--- src/sv/csqw_pkg.sv ---
`timescale 1ns / 1ps
// types and constants shared by the semaphore wait queue modules
// no dependencies
package csqw_pkg;

  localparam logic [1:0] OP_WAIT   = 2'd0;
  localparam logic [1:0] OP_SIGNAL = 2'd1;
  localparam logic [1:0] OP_SWAP   = 2'd2;

  localparam logic signed [7:0] COUNT_RST = 8'sd1;
  localparam logic signed [8:0] COUNT_MAX = 9'sd127;

  typedef struct packed {
    logic [1:0] op;
    logic [7:0] caller_id;
  } csqw_req_t;

  typedef struct packed {
    logic              caller_blocks;
    logic              wake_valid;
    logic [7:0]        wake_thread;
    logic              queue_overflow;
    logic signed [7:0] count_now;
    logic [3:0]        waiters;
  } csqw_rsp_t;

  // one queue slot: waiting thread and its deferred decrement mark
  typedef struct packed {
    logic [7:0] id;
    logic       pend;
  } csqw_entry_t;

  typedef struct packed {
    logic shift;
    logic load;
  } csqw_cell_ctl_t;

endpackage

--- src/sv/csqw_cell.sv ---
`timescale 1ns / 1ps
// one slot of the shifting wait queue
// depends on csqw_pkg
module csqw_cell
  import csqw_pkg::*;
(
  input  logic           clk,
  input  csqw_cell_ctl_t ctl,
  input  csqw_entry_t    nbr,
  input  csqw_entry_t    wr,
  output csqw_entry_t    q
);

  csqw_entry_t slot_r;

  // a new entry wins over the shift from the neighbor
  always_ff @(posedge clk) begin
    if (ctl.load) begin
      slot_r <= wr;
    end else if (ctl.shift) begin
      slot_r <= nbr;
    end
  end

  assign q = slot_r;

endmodule

--- src/sv/counting_semaphore_wait_queue_top.sv ---
`timescale 1ns / 1ps
// counting semaphore with a fifo of waiting thread ids, top level
// depends on csqw_pkg and csqw_cell
//
// usage:
//   in channel (in_valid/in_ready/in_req) takes one request word: wait,
//   signal or signal-and-swap with the caller's thread id
//   out channel (out_valid/out_ready/out_rsp) returns one response word per
//   request: block flag, woken thread, overflow flag, count and queue fill
//   cfg_we/cfg_wdata loads the count and empties the queue; write it only
//   while no request is in flight
// timing: a request is decided in the cycle it is accepted and its response
//   is captured in the output register at the accepting clock edge; one request
//   per cycle is sustained while out_ready stays high, set by the single count
//   update and the shift of the cell row (head always sits in cell 0)
// reset: count returns to 1, the queue is empty, no response is pending
// stall: while out_ready is low a held response keeps in_ready low; a new
//   request is taken in the same cycle the held response leaves
module counting_semaphore_wait_queue_top
  import csqw_pkg::*;
#(
  parameter int QUEUE_DEPTH = 8
) (
  input  logic              clk,
  input  logic              rst_n,
  input  logic              in_valid,
  output logic              in_ready,
  input  csqw_req_t         in_req,
  output logic              out_valid,
  input  logic              out_ready,
  output csqw_rsp_t         out_rsp,
  input  logic              cfg_we,
  input  logic signed [7:0] cfg_wdata
);

  localparam int OW = $clog2(QUEUE_DEPTH + 1);
  localparam logic [OW-1:0] DEPTH_L = OW'(QUEUE_DEPTH);

  logic signed [7:0] count_r, count_nxt;
  logic [OW-1:0]     occ_r, occ_nxt;
  logic              out_valid_r;
  csqw_rsp_t         out_rsp_r, rsp_nxt;

  logic              accept;
  logic              shift_en, load_en;
  logic [OW-1:0]     load_idx;
  csqw_entry_t       wr_entry;
  logic signed [8:0] sum;

  csqw_entry_t       cell_q [QUEUE_DEPTH];

  assign in_ready = !out_valid_r || out_ready;
  assign accept   = in_valid && in_ready;

  always_comb begin
    shift_en  = 1'b0;
    load_en   = 1'b0;
    load_idx  = occ_r;
    wr_entry  = '{id: in_req.caller_id, pend: 1'b0};
    count_nxt = count_r;
    occ_nxt   = occ_r;
    sum       = 9'(count_r) + 9'sd1;
    rsp_nxt   = '0;
    case (in_req.op)
      OP_WAIT: begin
        if (count_r > 8'sd0) begin
          count_nxt = count_r - 8'sd1;
        end else if (occ_r != DEPTH_L) begin
          load_en       = 1'b1;
          wr_entry.pend = 1'b1;
          occ_nxt       = occ_r + 1'b1;
          rsp_nxt.caller_blocks = 1'b1;
        end else begin
          rsp_nxt.queue_overflow = 1'b1;
        end
      end
      OP_SIGNAL, OP_SWAP: begin
        if (occ_r != '0) begin
          shift_en            = 1'b1;
          rsp_nxt.wake_valid  = 1'b1;
          rsp_nxt.wake_thread = cell_q[0].id;
          sum                 = sum - 9'(cell_q[0].pend);
          occ_nxt             = occ_r - 1'b1;
          // swap refills the slot just freed at the tail
          if (in_req.op == OP_SWAP) begin
            load_en  = 1'b1;
            load_idx = occ_r - 1'b1;
            occ_nxt  = occ_r;
            rsp_nxt.caller_blocks = 1'b1;
          end
        end
        count_nxt = (sum > COUNT_MAX) ? COUNT_MAX[7:0] : sum[7:0];
      end
      default: begin
      end
    endcase
    rsp_nxt.count_now = count_nxt;
    rsp_nxt.waiters   = 4'(occ_nxt);
  end

  for (genvar i = 0; i < QUEUE_DEPTH; i++) begin : g_cell
    csqw_cell_ctl_t ctl;
    csqw_entry_t    nbr;
    assign ctl.shift = accept && shift_en;
    assign ctl.load  = accept && load_en && (load_idx == OW'(i));
    if (i == QUEUE_DEPTH - 1) begin : g_tail
      assign nbr = wr_entry;
    end else begin : g_mid
      assign nbr = cell_q[i+1];
    end
    csqw_cell u_cell (
      .clk (clk),
      .ctl (ctl),
      .nbr (nbr),
      .wr  (wr_entry),
      .q   (cell_q[i])
    );
  end

  always_ff @(posedge clk) begin
    if (!rst_n) begin
      count_r     <= COUNT_RST;
      occ_r       <= '0;
      out_valid_r <= 1'b0;
    end else begin
      if (cfg_we) begin
        count_r <= cfg_wdata;
        occ_r   <= '0;
      end else if (accept) begin
        count_r <= count_nxt;
        occ_r   <= occ_nxt;
      end
      if (accept) begin
        out_valid_r <= 1'b1;
      end else if (out_ready) begin
        out_valid_r <= 1'b0;
      end
    end
  end

  always_ff @(posedge clk) begin
    if (accept) begin
      out_rsp_r <= rsp_nxt;
    end
  end

  assign out_valid = out_valid_r;
  assign out_rsp   = out_rsp_r;

endmodule
--- config.mk ---
export PLATFORM = sky130hd
export DESIGN_NAME = counting_semaphore_wait_queue_top
export DESIGN_NICKNAME = d
export VERILOG_FILES = /design/src/sv/csqw_pkg.sv /design/src/sv/csqw_cell.sv /design/src/sv/counting_semaphore_wait_queue_top.sv
export SDC_FILE = /design/constraint.sdc
export NUM_CORES = 1
export LEC_CHECK = 0
export BUFFER_PORTS_ARGS = -buffer_cell sky130_fd_sc_hd__clkbuf_2
export CAP_MARGIN = 20
export CORE_ASPECT_RATIO = 0.8
export CORE_UTILIZATION = 54
export DETAILED_ROUTE_END_ITERATION = 6
export GPL_ROUTABILITY_DRIVEN = 0
export GPL_TIMING_DRIVEN = 0
export PLACE_DENSITY = 0.88
export SKIP_CTS_REPAIR_TIMING = 1
export SLEW_MARGIN = 30
export SYNTH_ARGS = -nofsm -noshare
export SYNTH_HDL_FRONTEND = slang
export SYNTH_SLANG_ARGS = --single-unit
--- constraint.sdc ---
create_clock -name clk -period 2.9 [get_ports clk]
set_input_delay 0.145 -clock clk [delete_from_list [all_inputs] [get_ports clk]]
set_output_delay 0.145 -clock clk [all_outputs]
set_load 0.03 [all_outputs]
==> impl_metrics.env <==
export IMPL_critical_path_most_common_cell="sky130_fd_sc_hd__inv_1"
export IMPL_worst_skew_pair_late_latency_ns=0.35
export IMPL_dp_worst_setup_slack_ns=-0.638
export IMPL_worst_setup_ep_type="flip-flop"
export IMPL_cp_cell_sequence="buf_6, inv_1, ha_2, inv_2, ha_1, inv_1, or3_4, o32ai_2, xor2_1, o21ai_1, nand3_1, a22o_1"
export IMPL_cp_arrival_ns=3.10
export IMPL_synthesis_area_per_instance_um2=12.0
export IMPL_syn_num_nets=506
export IMPL_post_synth_inst_count=473
export IMPL_timing_hold_worst_class="in2reg"
export IMPL_grt_max_degree=18
export IMPL_critical_path_max_stage_delay_ns=0.42
export IMPL_bufs_on_longest_clock_path=2
export IMPL_synth_async_reset_ratio=0
export IMPL_maxSlewViolCount=0
export IMPL_worstMarginPinSlew_ns=0.525
export IMPL_timing_final_hold_violations=0
export IMPL_cts_root_buffer_cell="sky130_fd_sc_hd__clkbuf_16"
export IMPL_layout_worst_path_cycle_share=0.984
export IMPL_synth_area_mux_share=0.135
export IMPL_nNetsFinal=564
export IMPL_max_cap_violations=0
export IMPL_route_antenna_remaining_nets=0
export IMPL_number_of_inserted_filler_cells_in_the_final_layout=760
export IMPL_post_synthesis_sequential_element_count=108
export IMPL_p_leak_uw=0.00244
export IMPL_setup_violations_final=0
export IMPL_firstDrtPassIters=6
export IMPL_worst_setup_path_type="reg2reg"
export IMPL_worstSetupStartpointType="flip-flop"
export IMPL_clock_tree_from_tritoncts="yes"
export IMPL_total_power_uw=3540
export IMPL_layout_drive_gt1_share=0.346
export IMPL_floorplan_die_area_um2=11000
export IMPL_fin_worst_skew_ns=0.0120
export IMPL_boundaryPins=48
export IMPL_post_dp_hpwl_um=8640
export IMPL_synth_top_family_by_area="multiplexers"
export IMPL_placedInstanceArea_um2=6110
export IMPL_timing_final_ws_setup_ns=0.0475
export IMPL_synth_top_area_share=0.501
export IMPL_synth_compound_area_frac=0.107
export IMPL_ctsHtreeMaxLevel=3
export IMPL_total_routed_wirelength_um=12300
export IMPL_synth_edff_count=95
export IMPL_gr_total_overflow=0
export IMPL_grt_total_usage=0.235
export IMPL_critPathSlowestCell="sky130_fd_sc_hd__or3_4"
export IMPL_setup_total_negative_slack_ns=0
export IMPL_die_height_um=93.9
export IMPL_core_area_um2=10200
export IMPL_clock_sinks=108
export IMPL_syn_to_final_growth_pct=14.4
export IMPL_io_buffers=45
export IMPL_synth_area_top_cells="sky130_fd_sc_hd__edfxtp_1, sky130_fd_sc_hd__mux2_2, sky130_fd_sc_hd__dfxtp_1"
export IMPL_synthTopCellsByCount="sky130_fd_sc_hd__edfxtp_1, sky130_fd_sc_hd__mux2_2, sky130_fd_sc_hd__nand2_1"
export IMPL_synthAdderAreaFrac=0.0220
export IMPL_cp_max_fo=10
export IMPL_initialDrtViolationCount=514
export IMPL_part_of_the_yosys_area_used_for_sequential_elements=0.547
export IMPL_ys_dominant_reg_cell="sky130_fd_sc_hd__edfxtp_1"
export IMPL_worst_endpoint_required_ns=3.14
export IMPL_row_count=33
export IMPL_initial_core_util=0.556
export IMPL_synth_xor_xnor_area_share=0.0138
export IMPL_outcome="complete, no violations"
export IMPL_worst_slew_margin_rel=0.647
export IMPL_power_density_nw_per_um2=544
export IMPL_max_clock_freq_mhz=351
export IMPL_vias_in_the_first_global_route=3955
export IMPL_antenna_diode_count=0
export IMPL_yosys_area_top_type="sky130_fd_sc_hd__edfxtp_1"
export IMPL_clock_period_minus_worst_slack_ns=2.85
export IMPL_routed_via_count=4141
export IMPL_synth_simple_gate_area_frac=0.133
export IMPL_remaining_drc_errors=0
export IMPL_yosys_warnings=0
export IMPL_synth_cell_types=66
export IMPL_leading_cell_type_by_number_of_instances_after_synthesis="sky130_fd_sc_hd__edfxtp_1"
export IMPL_tritoncts_num_buffers=9
export IMPL_design_area_um2=6520
export IMPL_power_ir_vdd_worst_mv=0.308
export IMPL_whs_ns=0.0361
export IMPL_grt_antenna_before_repair=0
export IMPL_netlist_area_um2=5700
export IMPL_cts_clk_slew_worst_paths_ns=0.08
export IMPL_wire_length_of_the_first_global_routing_pass_um=19200
export IMPL_die_width_um=117
export IMPL_route_detailed_vias_per_inst=6.13
export IMPL_wl_per_cell_um=18.2
## logic make-up (layout without fill, tap and decap cells)
logic type | count (synthesis) | in the layout
AND/OR/NAND/NOR | 142 | 142
multiplexers | 68 | 68
buffers and inverters | 49 | 111
AO/OA/AOI/OAI | 87 | 87
adder cells (fa/ha/maj) | 10 | 10
flip-flops | 108 | 108
XOR/XNOR | 9 | 9
## worst max-delay path, delay by kind of cell, from the launching register on
family / cells / cell delay, ns
AND/OR/NAND/NOR: 2 / 0.56
adder cells (fa/ha/maj): 2 / 0.55
flip-flops: 1 / 0.38
XOR/XNOR: 1 / 0.12
buffers and inverters: 4 / 0.43
AO/OA/AOI/OAI: 3 / 0.70
## worst paths after layout
kind         cells after the start                     to                  start  slack [ns]
min                              3              out_valid               in_valid        0.04
min reg2reg                      1  g_cell[6].u_cell.q[7]  g_cell[7].u_cell.q[7]        0.55
max reg2reg                     12             count_r[6]             count_r[0]        0.05
max                             12             count_r[6]             count_r[0]        0.05
## final cells by class
type,instances,area [µm²],share of cell area
flip-flops and latches,108,3110,0.478
multi-input cells,316,2410,0.370
repair buffers,47,248,0.0380
clock buffers,9,225,0.0346
plain buffers,31,188,0.0288
well taps,140,175,0.0269
clock inverters,6,86.3,0.0132
inverters,18,70.1,0.0108
## power breakdown
group / internal, µW / total (µW) / switching [µW] / leakage (µW)
Combinational: 158 / 475 / 317 / 0.00129
Clock: 754 / 1300 / 545 / 0.000154
Sequential: 1750 / 1770 / 19.6 / 0.000991
Total: 2660 / 3540 / 882 / 0.00244
## through the flow
step                cells  utilization
floorplan             473            -
global placement      658        0.595
detailed placement    659        0.597
CTS                   674        0.627
global route          675        0.636
finish                675        0.636
## layer usage
layer / share of wire / up-vias / wire [µm] / track usage
met1: 0.40 / 1965 / 4960 / 0.283
li1: - / 1888 / - / -
met2: 0.48 / 239 / 5900 / 0.386
met3: 0.082 / 49 / 1010 / 0.0716
met5: 0 / - / 0 / 0
met4: 0.035 / 0 / 431 / 0.109
## sequential cells by signal (all words and copies together) (netlist names)
| register | count |
|---|---|
| count_r | 8 |
| g_cell.u_cell.q | 72 |
| occ_r | 4 |
| out_rsp | 23 |
| out_valid | 1 |
## layout by cell type (no fill, tap or decap), types with 6 or more instances in the layout
master and count:
sky130_fd_sc_hd__buf_2 6, sky130_fd_sc_hd__o21ai_0 20, sky130_fd_sc_hd__clkbuf_16 9, sky130_fd_sc_hd__mux2_2 65, sky130_fd_sc_hd__buf_4 7, sky130_fd_sc_hd__edfxtp_1 95
sky130_fd_sc_hd__and3_1 11, sky130_fd_sc_hd__dfxtp_1 12, sky130_fd_sc_hd__nand3_1 9, sky130_fd_sc_hd__ha_1 8, sky130_fd_sc_hd__o21ai_1 7, sky130_fd_sc_hd__nand2b_1 8
sky130_fd_sc_hd__clkbuf_2 48, sky130_fd_sc_hd__a21oi_1 16, sky130_fd_sc_hd__nand2_1 35, sky130_fd_sc_hd__clkbuf_1 10, sky130_fd_sc_hd__xnor2_1 6, sky130_fd_sc_hd__inv_1 16
sky130_fd_sc_hd__nor2_1 30
No activity file was read; power rests on OpenSTA's default activity.
